==> src/sv/sysex7_pkg.sv <==
package sysex7_pkg;

  // Payload bytes carried by one 7-bit system exclusive packet.
  localparam int PACKET_BYTES = 6;
  localparam int IDX_W        = $clog2(PACKET_BYTES + 1);
  localparam logic [15:0] LEN_MAX = 16'hFFFF;

  // Packet status codes.
  localparam logic [1:0] STATUS_COMPLETE = 2'd0;
  localparam logic [1:0] STATUS_START    = 2'd1;
  localparam logic [1:0] STATUS_CONT     = 2'd2;
  localparam logic [1:0] STATUS_END      = 2'd3;

  // Result kinds.
  localparam logic [1:0] KIND_DATA  = 2'd0;
  localparam logic [1:0] KIND_DONE  = 2'd1;
  localparam logic [1:0] KIND_ABORT = 2'd2;

  // Manufacturer ID parse phases.
  localparam logic [1:0] ID_PH_NONE  = 2'd0;
  localparam logic [1:0] ID_PH_EXT1  = 2'd1;
  localparam logic [1:0] ID_PH_EXT2  = 2'd2;
  localparam logic [1:0] ID_PH_READY = 2'd3;

  typedef struct packed {
    logic [1:0] packet_status;
    logic [2:0] byte_count;
    logic [6:0] payload_0;
    logic [6:0] payload_1;
    logic [6:0] payload_2;
    logic [6:0] payload_3;
    logic [6:0] payload_4;
    logic [6:0] payload_5;
  } in_word_t;

  typedef struct packed {
    logic [1:0]  result_kind;
    logic [6:0]  data_value;
    logic [22:0] maker_id;
    logic [15:0] message_length;
    logic        last_of_run;
  } out_word_t;

  // Commands from the controller to the datapath.
  typedef struct packed {
    logic       capture;   // load the accepted packet
    logic       clear;     // drop the collection
    logic       set_msg;   // mark a message as open
    logic       idx_clr;   // restart the byte walk
    logic       byte_go;   // consume the current payload byte
    logic       emit;      // produce a result into the pending slot
    logic [1:0] emit_kind;
    logic       finish;    // release the pending result as the last of its run
  } cmd_t;

  // Status from the datapath to the controller.
  typedef struct packed {
    logic [1:0] status;
    logic       in_msg;
    logic       over_limit;
    logic       idx_done;
    logic       byte_is_data;
    logic       can_push;
    logic       pend_vld;
    logic       out_free;
  } sts_t;

endpackage

==> src/sv/sysex7_ctrl.sv <==
module sysex7_ctrl
  import sysex7_pkg::*;
(
  input  logic clk,
  input  logic rst_n,
  input  logic in_valid,
  output logic in_stall,
  output cmd_t cmd,
  input  sts_t sts
);

  localparam logic [2:0] ST_IDLE   = 3'd0;
  localparam logic [2:0] ST_HEAD   = 3'd1;
  localparam logic [2:0] ST_LIMIT  = 3'd2;
  localparam logic [2:0] ST_BYTES  = 3'd3;
  localparam logic [2:0] ST_TAIL   = 3'd4;
  localparam logic [2:0] ST_FINISH = 3'd5;

  logic [2:0] state_r;
  logic [2:0] state_nxt;
  logic       starts;
  logic       ends;

  assign in_stall = (state_r != ST_IDLE);
  assign starts   = sts.status inside {STATUS_COMPLETE, STATUS_START};
  assign ends     = sts.status inside {STATUS_COMPLETE, STATUS_END};

  always_comb begin
    cmd       = '0;
    state_nxt = state_r;
    case (state_r)
      ST_IDLE: begin
        cmd.capture = in_valid;
        if (in_valid) begin
          state_nxt = ST_HEAD;
        end
      end
      ST_HEAD: begin
        if (starts && sts.in_msg) begin
          if (sts.can_push) begin
            cmd.emit      = 1'b1;
            cmd.emit_kind = KIND_ABORT;
            cmd.clear     = 1'b1;
            state_nxt     = ST_LIMIT;
          end
        end else if (!starts && !sts.in_msg) begin
          cmd.clear = 1'b1;
          state_nxt = ST_FINISH;
        end else begin
          state_nxt = ST_LIMIT;
        end
      end
      ST_LIMIT: begin
        if (sts.over_limit) begin
          if (sts.can_push) begin
            cmd.emit      = 1'b1;
            cmd.emit_kind = KIND_ABORT;
            cmd.clear     = 1'b1;
            state_nxt     = ST_FINISH;
          end
        end else begin
          cmd.idx_clr = 1'b1;
          state_nxt   = ST_BYTES;
        end
      end
      ST_BYTES: begin
        if (sts.idx_done) begin
          state_nxt = ST_TAIL;
        end else if (sts.byte_is_data) begin
          if (sts.can_push) begin
            cmd.byte_go   = 1'b1;
            cmd.emit      = 1'b1;
            cmd.emit_kind = KIND_DATA;
          end
        end else begin
          cmd.byte_go = 1'b1;
        end
      end
      ST_TAIL: begin
        if (ends) begin
          if (sts.can_push) begin
            cmd.emit      = 1'b1;
            cmd.emit_kind = KIND_DONE;
            cmd.clear     = 1'b1;
            state_nxt     = ST_FINISH;
          end
        end else begin
          cmd.set_msg = 1'b1;
          state_nxt   = ST_FINISH;
        end
      end
      ST_FINISH: begin
        if (!sts.pend_vld) begin
          state_nxt = ST_IDLE;
        end else if (sts.out_free) begin
          cmd.finish = 1'b1;
          state_nxt  = ST_IDLE;
        end
      end
      default: begin
        state_nxt = ST_IDLE;
      end
    endcase
  end

  always_ff @(posedge clk) begin
    if (!rst_n) begin
      state_r <= ST_IDLE;
    end else begin
      state_r <= state_nxt;
    end
  end

  // Every run hands its held result over before the next packet is taken.
  a_idle_no_pending: assert property (@(posedge clk) disable iff (!rst_n)
    (state_r == ST_IDLE) |-> !sts.pend_vld)
    else $error("result still held while idle");

  a_finish_empty_exits: assert property (@(posedge clk) disable iff (!rst_n)
    (state_r == ST_FINISH && !sts.pend_vld) |=> (state_r == ST_IDLE))
    else $error("finish without held result did not return to idle");

endmodule

==> src/sv/sysex7_dp.sv <==
module sysex7_dp
  import sysex7_pkg::*;
(
  input  logic        clk,
  input  logic        rst_n,
  input  in_word_t    in_data,
  input  logic        cfg_we,
  input  logic [15:0] cfg_wdata,
  input  logic        out_stall,
  output logic        out_valid,
  output out_word_t   out_data,
  input  cmd_t        cmd,
  output sts_t        sts
);

  logic [1:0]       status_r, status_nxt;
  logic [IDX_W-1:0] count_r, count_nxt;
  logic [6:0]       pay_r   [PACKET_BYTES];
  logic [6:0]       pay_nxt [PACKET_BYTES];
  logic [IDX_W-1:0] idx_r, idx_nxt;
  logic             in_msg_r, in_msg_nxt;
  logic [1:0]       id_phase_r, id_phase_nxt;
  logic [22:0]      maker_id_r, maker_id_nxt;
  logic [15:0]      data_cnt_r, data_cnt_nxt;
  logic [15:0]      max_r, max_nxt;
  out_word_t        pend_r, pend_nxt;
  logic             pend_vld_r, pend_vld_nxt;
  out_word_t        out_r, out_nxt;
  logic             out_valid_r, out_valid_nxt;

  logic [6:0]       cur_byte;
  logic [16:0]      sum_cnt;
  logic             out_free;
  logic             push;
  in_word_t         pkt;
  logic [2:0]       raw_cnt;

  assign pkt      = in_data;
  assign raw_cnt  = pkt.byte_count;
  assign cur_byte = pay_r[idx_r];
  assign sum_cnt  = {1'b0, data_cnt_r} + 17'(count_r);
  assign out_free = !out_valid_r || !out_stall;
  assign push     = (cmd.emit || cmd.finish) && pend_vld_r;

  assign sts.status       = status_r;
  assign sts.in_msg       = in_msg_r;
  assign sts.over_limit   = (max_r != '0) && (sum_cnt > {1'b0, max_r});
  assign sts.idx_done     = (idx_r == count_r);
  assign sts.byte_is_data = (id_phase_r == ID_PH_READY);
  assign sts.can_push     = !pend_vld_r || out_free;
  assign sts.pend_vld     = pend_vld_r;
  assign sts.out_free     = out_free;

  assign out_valid = out_valid_r;
  assign out_data  = out_r;

  always_comb begin
    status_nxt   = status_r;
    count_nxt    = count_r;
    pay_nxt      = pay_r;
    idx_nxt      = idx_r;
    in_msg_nxt   = in_msg_r;
    id_phase_nxt = id_phase_r;
    maker_id_nxt = maker_id_r;
    data_cnt_nxt = data_cnt_r;
    max_nxt      = max_r;
    pend_nxt     = pend_r;
    pend_vld_nxt = pend_vld_r;
    out_nxt      = out_r;

    if (cfg_we) begin
      max_nxt = cfg_wdata;
    end

    if (cmd.capture) begin
      status_nxt = pkt.packet_status;
      count_nxt  = (raw_cnt > IDX_W'(PACKET_BYTES)) ? IDX_W'(PACKET_BYTES) : raw_cnt;
      pay_nxt[0] = pkt.payload_0;
      pay_nxt[1] = pkt.payload_1;
      pay_nxt[2] = pkt.payload_2;
      pay_nxt[3] = pkt.payload_3;
      pay_nxt[4] = pkt.payload_4;
      pay_nxt[5] = pkt.payload_5;
    end

    if (cmd.idx_clr) begin
      idx_nxt = '0;
    end

    // One payload byte feeds the ID parser or, once the ID is known, the count.
    if (cmd.byte_go) begin
      idx_nxt = idx_r + 1'b1;
      case (id_phase_r)
        ID_PH_NONE: begin
          if (cur_byte != '0) begin
            maker_id_nxt = {cur_byte, 16'd0};
            id_phase_nxt = ID_PH_READY;
          end else begin
            id_phase_nxt = ID_PH_EXT1;
          end
        end
        ID_PH_EXT1: begin
          maker_id_nxt = {8'd0, cur_byte, 8'd0};
          id_phase_nxt = ID_PH_EXT2;
        end
        ID_PH_EXT2: begin
          maker_id_nxt = {maker_id_r[22:7], cur_byte};
          id_phase_nxt = ID_PH_READY;
        end
        default: begin
          if (data_cnt_r != LEN_MAX) begin
            data_cnt_nxt = data_cnt_r + 1'b1;
          end
        end
      endcase
    end

    if (cmd.set_msg) begin
      in_msg_nxt = 1'b1;
    end

    if (cmd.clear) begin
      in_msg_nxt   = 1'b0;
      id_phase_nxt = ID_PH_NONE;
      maker_id_nxt = '0;
      data_cnt_nxt = '0;
    end

    // The held result moves out once it is known whether it ends the run.
    if (push) begin
      out_nxt             = pend_r;
      out_nxt.last_of_run = cmd.finish;
    end

    if (cmd.emit) begin
      pend_nxt.result_kind    = cmd.emit_kind;
      pend_nxt.data_value     = (cmd.emit_kind == KIND_DATA) ? cur_byte : '0;
      pend_nxt.maker_id       = (cmd.emit_kind == KIND_DONE) ? maker_id_r : '0;
      pend_nxt.message_length = (cmd.emit_kind == KIND_DONE) ? data_cnt_r : '0;
      pend_nxt.last_of_run    = 1'b0;
      pend_vld_nxt            = 1'b1;
    end else if (cmd.finish) begin
      pend_vld_nxt = 1'b0;
    end
  end

  always_comb begin
    out_valid_nxt = out_valid_r;
    if (push) begin
      out_valid_nxt = 1'b1;
    end else if (out_valid_r && !out_stall) begin
      out_valid_nxt = 1'b0;
    end
  end

  always_ff @(posedge clk) begin
    if (!rst_n) begin
      in_msg_r    <= 1'b0;
      id_phase_r  <= ID_PH_NONE;
      maker_id_r  <= '0;
      data_cnt_r  <= '0;
      max_r       <= '0;
      pend_vld_r  <= 1'b0;
      out_valid_r <= 1'b0;
    end else begin
      in_msg_r    <= in_msg_nxt;
      id_phase_r  <= id_phase_nxt;
      maker_id_r  <= maker_id_nxt;
      data_cnt_r  <= data_cnt_nxt;
      max_r       <= max_nxt;
      pend_vld_r  <= pend_vld_nxt;
      out_valid_r <= out_valid_nxt;
    end
  end

  always_ff @(posedge clk) begin
    status_r <= status_nxt;
    count_r  <= count_nxt;
    pay_r    <= pay_nxt;
    idx_r    <= idx_nxt;
    pend_r   <= pend_nxt;
    out_r    <= out_nxt;
  end

  // A result is only moved into the output register when that register is free.
  a_push_has_room: assert property (@(posedge clk) disable iff (!rst_n)
    push |-> out_free)
    else $error("result pushed over an unconsumed output word");

  // Data bytes are counted only after the manufacturer ID is complete.
  a_count_after_id: assert property (@(posedge clk) disable iff (!rst_n)
    (data_cnt_r != '0) |-> (id_phase_r == ID_PH_READY))
    else $error("data counted before the ID was parsed");

endmodule

==> src/sv/sysex7_message_collector.sv <==
// 7-bit system exclusive message collector. Each input word is one decoded
// packet: a status (complete, start, continue or end), a byte count that is
// clamped to six, and six 7-bit payload bytes. The first payload bytes of a
// message form the manufacturer ID (one nonzero byte, or a zero followed by
// two more bytes); every later byte leaves the block as one data result.
// An end or complete packet yields one completion result with the ID and the
// number of data bytes. A start or complete that arrives inside an open
// message first yields an abort result for that message, and a continue or
// end outside a message is dropped without any result. When cfg_wdata has
// set a nonzero byte limit and a packet would carry the message past it
// (ID bytes count against the limit only within the packet that carries
// them), the block yields an abort, drops the collection and waits for a
// new start; with a zero limit the length saturates at 65535. One packet
// produces up to seven results, and the final result of each packet
// carries last_of_run. The block works on one packet at a time: after a
// word is accepted, in_stall stays high while the controller makes the
// order check and the limit check, walks the payload bytes and sees that
// the walk is done, yields the closing result (or marks the message open)
// and releases the last result; the next word is taken in the idle state.
// A packet that trips the limit skips the walk and the closing result, and
// a dropped packet goes from the order check straight to the release.
// Every result passes through a one-word holding slot and then the output
// register, at most one result per cycle. A stalled output holds the walk.
// Write the limit only while no packet is in flight.
module sysex7_message_collector
  import sysex7_pkg::*;
(
  input  logic        clk,
  input  logic        rst_n,
  input  logic        in_valid,
  output logic        in_stall,
  input  in_word_t    in_data,
  output logic        out_valid,
  input  logic        out_stall,
  output out_word_t   out_data,
  input  logic        cfg_we,
  input  logic [15:0] cfg_wdata
);

  cmd_t cmd;
  sts_t sts;

  // The controller sequences each packet: order check, limit check, the byte
  // walk and the closing result.
  sysex7_ctrl u_ctrl (
    .clk      (clk),
    .rst_n    (rst_n),
    .in_valid (in_valid),
    .in_stall (in_stall),
    .cmd      (cmd),
    .sts      (sts)
  );

  // The datapath holds the packet, the message state, the limit register and
  // the result staging.
  sysex7_dp u_dp (
    .clk       (clk),
    .rst_n     (rst_n),
    .in_data   (in_data),
    .cfg_we    (cfg_we),
    .cfg_wdata (cfg_wdata),
    .out_stall (out_stall),
    .out_valid (out_valid),
    .out_data  (out_data),
    .cmd       (cmd),
    .sts       (sts)
  );

endmodule
==> config.mk <==
export PLATFORM = sky130hd
export DESIGN_NAME = sysex7_message_collector
export DESIGN_NICKNAME = d
export VERILOG_FILES = /design/src/sv/sysex7_pkg.sv /design/src/sv/sysex7_ctrl.sv /design/src/sv/sysex7_dp.sv /design/src/sv/sysex7_message_collector.sv
export SDC_FILE = /design/constraint.sdc
export NUM_CORES = 1
export LEC_CHECK = 0
export BUFFER_PORTS_ARGS = -buffer_cell sky130_fd_sc_hd__buf_4
export CORE_MARGIN = 5
export CORE_UTILIZATION = 40
export DETAILED_ROUTE_END_ITERATION = 16
export PLACE_DENSITY = 0.61
export SYNTH_ARGS = -nofsm -noshare
export SYNTH_HDL_FRONTEND = slang
export SYNTH_HIERARCHICAL = 1
export SYNTH_SLANG_ARGS = --single-unit
==> constraint.sdc <==
create_clock -name clk -period 17.2 [get_ports clk]
set_clock_uncertainty 0.05 [all_clocks]
set_input_delay 3.44 -clock clk [delete_from_list [all_inputs] [get_ports clk]]
set_output_delay 3.44 -clock clk [all_outputs]
set_load 0.005 [all_outputs]
==> results of run 1 <==
==> how the worst max path moves through the flow <==
stage | startpoint | to | slack [ns]
after floorplan | out_stall | u_dp/out_data[0] | 9.35
after global placement | out_stall | u_dp/out_data[27] | 11.21
after detailed placement | out_stall | u_dp/out_data[27] | 11.14
after CTS | u_dp/data_cnt_r[0] | u_dp/out_data[37] | 11.38
after global routing | u_dp/data_cnt_r[0] | u_dp/out_data[18] | 10.95
final | u_dp/data_cnt_r[0] | u_dp/out_data[45] | 11.50
==> where the power goes <==
group | leakage, uW | internal [uW] | total (uW) | switching (uW)
logic | 0.00199 | 67.7 | 172 | 104
clock network | 0.000326 | 250 | 430 | 180
registers | 0.00181 | 586 | 612 | 25.5
total | 0.00412 | 904 | 1210 | 310
==> worst max-delay path, stage by stage, from the launching register on <==
cell	delay [ns]
dfxtp_1	0.46
ha_1	0.22
inv_1	0.05
fa_1	0.39
nor2b_1	0.12
o21ai_1	0.14
nor2_1	0.21
nand3_1	0.16
xnor2_1	0.17
ha_1	0.32
and3_1	0.15
o21ai_0	0.10
a2111oi_0	0.30
a211oi_1	0.09
nor2_1	0.25
nand2_1	0.14
o22ai_1	0.17
a21oi_1	0.14
a21oi_4	0.14
buf_4	0.50
o21a_2	0.99
==> cells by family (layout without fill, tap and decap cells) <==
logic type | after synthesis | count (layout) | share of synthesized area
AND/OR/NAND/NOR | 261 | 261 | 0.154
multiplexers | 50 | 50 | 0.0582
other | 1 | 2 | 0.000421
adder cells (fa/ha/maj) | 29 | 29 | 0.0416
XOR/XNOR | 31 | 31 | 0.0305
buffers and inverters | 71 | 193 | 0.0381
AO/OA/AOI/OAI | 75 | 75 | 0.0569
flip-flops | 204 | 204 | 0.620
==> Yosys cell counts, drive strengths merged (7+ instances only) <==
library cell	count	area (um2)
nand4	9	56.3
or2	14	87.6
inv	30	113
xor2	18	158
nand2	47	176
clkbuf	21	80.1
dfxtp	61	1220
xnor2	13	114
nor2b	27	169
nor3	21	105
nor2	50	188
mux2i	45	450
nand2b	7	53.8
edfxtp	143	4290
nand3	21	105
ha	28	350
and2	43	269
buf	18	139
nor4	8	50.1
a21oi	14	70.1
o21ai	21	105
==> per-stage QoR <==
stage | instance area, um2 | power [uW] | setup WS, ns | hold WS, ns | utilization
6_report | 10600 | 1210 | 11.50 | 0.366 | 0.486
5_1_grt | 10600 | 1270 | 10.95 | 0.374 | 0.486
4_1_cts | 10600 | 1230 | 11.38 | 0.368 | 0.486
3_5_place_dp | 9970 | 797 | 11.14 | 0.355 | 0.455
3_3_place_gp | 9970 | 794 | 11.21 | 0.352 | 0.455
2_1_floorplan | 8900 | 745 | 9.35 | 0.350 | -
==> cells in the final DEF (no fill, tap or decap), types with 18 or more instances in the layout <==
| cell type | synthesis | final |
|---|---|---|
| nand2_1 | 47 | 47 |
| dfxtp_1 | 61 | 61 |
| ha_1 | 28 | 28 |
| clkbuf_16 | 0 | 23 |
| edfxtp_1 | 143 | 143 |
| and2_1 | 43 | 43 |
| mux2i_1 | 45 | 45 |
| buf_4 | 7 | 121 |
| nand3_1 | 21 | 21 |
| nor3_1 | 21 | 21 |
| xor2_1 | 18 | 18 |
| inv_1 | 30 | 30 |
| nor2b_1 | 27 | 27 |
| nor2_1 | 50 | 49 |
==> sequential cells by signal (all words and copies together) (netlist names) <==
name             flops
u_ctrl/state_r       3
u_dp/count_r         3
u_dp/data_cnt_r     16
u_dp/id_phase_r      2
u_dp/idx_r           3
u_dp/in_msg_r        1
u_dp/maker_id_r     21
u_dp/max_r          16
u_dp/out_data       47
u_dp/out_valid       1
u_dp/pay_r          42
u_dp/pend_r         46
u_dp/pend_vld_r      1
u_dp/status_r        2
==> per-layer routing <==
| metal | share of wire | track usage |
|---|---|---|
| met2 | 0.42 | 0.190 |
| met4 | 0.015 | 0.0295 |
| met3 | 0.067 | 0.0342 |
| met5 | 0 | 0 |
| met1 | 0.50 | 0.195 |
==> layout make-up <==
cell class	instances	area, um2	area share
Clock buffer	30	612	0.0575
Sequential cell	204	5520	0.518
Inverter	32	120	0.0113
Clock inverter	10	57.6	0.00541
Tap cell	280	350	0.0329
Timing Repair Buffer	121	908	0.0854
Multi-Input combinational cell	448	3080	0.289
==> run metrics, run 1 <==
clk_lat worst skew between 0.4 and 0.5 ns; number of global-route vias before repair between 5000 and 6000; Final Slew Violations 0; Reg2Reg Launch Point u_dp/data_cnt_r[0]; Total GRT Usage 0.130; CTS tree built; Tightest Pin Transition around 1.1 ns; CTS root buffer clkbuf_16; Final ANT Viol Nets 0; CP Class reg -> reg; Final Hold Viols 0; postcts setup bufs 0; Hold Crit Start u_dp/pend_r[23]; # DRC 0; layout cells sized above 1 0.217; post-synthesis cell count approximately 720; diodes inserted 0; die area between 0.02 and 0.03 mm2; synth warn 6; drt wl/cell between 10 and 15 um; pwr dens 114 mW/mm2; Clk pin slew, worst setup/hold paths roughly 0.060 ns; CP max FO 48; post-synthesis cell area 0.00890 mm2; largest net degree at the start of global routing just under 50; Async SR Flop Fraction 0; Startpoint Class flop; r2r setup slk around 11 ns; Hold Path End u_dp/out_data[23]; minimum clock period around 5.7 ns; first-pass GRT wire length between 20000 and 30000 um; Hold Crit Class reg -> reg; Detailed Route WL 16800 um; total grt overflow 0; Final Cycle Share 0.331; endpoint type of the worst setup path flop; critical path arrival between 5 and 6 ns; mean post-synth cell area roughly 12 um2; Critical R2R Capture u_dp/out_data[45]; nets just over 900; Setup TNS 0 ns; hold_buf cts 0; DR vias/cell just under 5; 1st-pass router iterations 4; LEAKAGE between 0.004 and 0.005 uW; post-cts sizing count 0; Slew HR 0.241; H-tree depth 1; Die Span Y 159 um; Starting Density 0.406; filler cell count in the final layout 1975; HPWL after DPL roughly 12000 um; RSZ-0062 raised after global routing false; CTS max path bufs 3; register area share after synthesis 0.620; Worst IR Drop VDD ~0.000096 V; Synth cell types 61; EDFF count, synth between 100 and 150; via count ~5400; placed cell count 1085; Hold Path Depth 0; Final setup viols 0; GPL Wtd Cong ~0.81; Core Region about 0.022 mm2; fmax ~180 MHz; antenna violations before repair 0; # clock sinks just over 200; Iter 0 DRT Violations 380; depth of the most critical reg-to-reg path 20; CTS Buf Count 22; Post-Layout Cell Count ~1100; Chip Width around 160 um; # port buffers around 120; io pins 119; critical path required time between 15 and 20 ns; post-synthesis register bit count between 200 and 250; Top FF cell, synth edfxtp_1; max cap viols 0; Row Count 54; P&R area growth vs syn 19.6%; status completed
(Power assumes the default switching activity.)
==> run 2: changes to the inputs <==
==> constraint.sdc (replaced) <==
create_clock -name clk -period 5.8 [get_ports clk]
set_clock_uncertainty 0.05 [all_clocks]
set_input_delay 1.16 -clock clk [delete_from_list [all_inputs] [get_ports clk]]
set_output_delay 1.16 -clock clk [all_outputs]
set_load 0.005 [all_outputs]
==> run 2 against run 1 <==
- non-clock buffer count is 2 higher
- wire length is 1.7% higher
- cell area is 0.20% higher
- flip-flop and latch count stayed put
- critical path depth is 3 higher
==> run metrics, run 2 (synthesis gave the netlist of run 1 again) <==
Final Cycle Share 0.864 (+0.533); Startpoint Class flop; total grt overflow 0 (unchanged); Final Hold Viols 0 (unchanged); Row Count 54 (unchanged); RSZ-0062 raised after global routing false; CTS root buffer clkbuf_16; first-pass GRT wire length 28500 um (+2.4%); Reg2Reg Launch Point u_dp/data_cnt_r[0]; # clock sinks 204 (unchanged); Hold Crit Class reg -> reg; hold_buf cts 0 (unchanged); max cap viols 0 (unchanged); Final ANT Viol Nets 0 (unchanged); CP Depth 23 (+15%); critical path arrival 5.39 ns (-0.37 ns); die area 0.0253 mm2 (unchanged); Critical R2R Capture u_dp/maker_id_r[10]; postcts setup bufs 0 (unchanged); Top delay family on crit path simple AND/OR/NAND/NOR gates; worst setup path end u_dp/maker_id_r[10]; Starting Density 0.406 (unchanged); pwr dens 341 mW/mm2 (+200%); Worst IR Drop VDD 0.000247 V (+160%); # DRC 0 (unchanged); H-tree depth 1 (unchanged); Switching Fraction 0.257 (+0.00184); Final Slew Violations 0 (unchanged); layout cells sized above 1 0.214 (-0.00287); Tightest Pin Transition 1.08 ns (-0.0618 ns); CP peak stage delay 0.41 ns (-0.58 ns); post-cts sizing count 0 (unchanged); antenna violations before repair 0 (unchanged); CP max FO 25 (-48%); CP startpoint u_dp/data_cnt_r[0]; CTS tree built; status completed; Hold WS 0.365 ns (-0.000955 ns); via count 5469 (+1.0%); # port buffers 116 (unchanged); Total GRT Usage 0.133 (+0.00237); DR vias/cell 4.85 (+0.84%); fmax 200 MHz (+14%); io pins 119 (unchanged); largest net degree at the start of global routing 48 (-2.0%); Clk pin slew, worst setup/hold paths 0.06 ns (about the same); number of global-route vias before repair 5481 (+2.5%); Detailed Route WL 17100 um (+1.7%); critical path required time 6.17 ns (-11.09 ns); nets 928 (+0.22%); Cell Int Power 2700 uW (+200%); minimum clock period 5.01 ns (-0.689 ns); Iter 0 DRT Violations 431 (+13%); r2r setup slk 0.79 ns (-10.71 ns); WP buf/inv 2 (unchanged); diodes inserted 0 (unchanged); Setup TNS 0 ns (unchanged); CP Class reg -> reg; worst path cell trace ha_1 > inv_1 > fa_1 > nor2b_1 > o21ai_1 > nor2_1 > nand3_1 > xnor2_1 > ha_1 > and3_1 > o21ai_0 > o21ai_0 > a211oi_1 > nor2_1 > nand2_1 > o22ai_1 > a21oi_1 > o32ai_1 > nor2b_1 > buf_4 > nand3_1 > or2_2 > mux2i_1; Seq pwr share 0.500 (-0.004); GPL Wtd Cong 0.866 (+6.5%); depth of the most critical reg-to-reg path 23 (+15%); clk_lat worst skew 0.50 ns (about the same); 1st-pass router iterations 5 (+1); Slowest-stage cell, CP dfxtp_1; LEAKAGE 0.00414 uW (+0.34%); most frequent cells in the layout edfxtp_1, buf_4, dfxtp_1; Slew HR 0.274 (+0.0334); Chip Width 159 um (unchanged); CTS Buf Count 22 (unchanged); P&R area growth vs syn 19.8%; Final setup viols 0 (unchanged); filler cell count in the final layout 1987 (+0.61%); HPWL after DPL 12200 um (+0.56%); clock share of power 0.358 (+0.004); drt wl/cell 15.2 um (+1.5%); endpoint type of the worst setup path flop; Core Region 0.0219 mm2 (unchanged); CTS max path bufs 3 (unchanged); Die Span Y 159 um (unchanged); Hold Crit Start u_dp/pend_r[21]; combinational power share 0.142 (about the same); commonest non-fill, non-tap cell in the layout edfxtp_1; Psw 934 uW (+200%); max reg flops 47 (unchanged); Final Power 3630 uW (+200%)
[run 2: layout make-up]
class / count / area (um2) / share of cell area
timing repair buffer: 123 / 923 / 0.0866
sequential: 204 / 5520 / 0.517
inverter: 32 / 120 / 0.0113
clock inverter: 11 / 88.8 / 0.00833
multi-input combinational: 448 / 3080 / 0.288
clock buffer: 29 / 587 / 0.0550
tap: 280 / 350 / 0.0329
[run 2: power groups by stage]
stage / clock [uW] / sequential, uW / combinational (uW)
floorplan: 0 / 1810 / 395
detailed placement: 0 / 1850 / 522
CTS: 1350 / 1820 / 524
finish: 1300 / 1820 / 517
global route: 1400 / 1830 / 580
global placement: 0 / 1840 / 519
[run 2: worst min path at each step]
stage                        end  depth (start not counted)
6_report       u_dp/out_data[21]                          0
5_1_grt        u_dp/out_data[40]                          0
3_5_place_dp   u_dp/out_data[18]                          0
2_1_floorplan  u_dp/out_data[10]                          0
3_3_place_gp   u_dp/out_data[13]                          0
4_1_cts        u_dp/out_data[40]                          0
[run 2: worst register-to-register path, delay by kind of cell, from the launching register on]
kind / cells / cell delay, ns
DFF: 1 / 0.41
xor gates and xnor gates: 1 / 0.17
buffers and inverters: 2 / 0.33
and+or+nand+nor: 9 / 1.63
AOI/OAI and AO/OA: 7 / 1.31
adders and majority gates: 3 / 0.91
muxes: 1 / 0.14
[run 2: per-stage QoR]
step	utilization	cell area [um2]	setup slack, ns	cells
6_report	0.487	10700	0.788	1127
5_1_grt	0.487	10700	0.346	1127
4_1_cts	0.487	10700	0.850	1127
3_5_place_dp	0.456	9980	0.888	1087
3_3_place_gp	0.456	9980	1.02	1087
2_1_floorplan	-	8910	0.121	723
[run 2: layer usage]
metal  GRT usage  part of all wire  wire [um]  vias up
li1            -                 -          -     2776
met1       0.197              0.49       8410     2513
met2       0.195              0.43       7330      154
met3      0.0318             0.061       1050       26
met4      0.0353             0.020        334        0
met5           0                 0          0        -
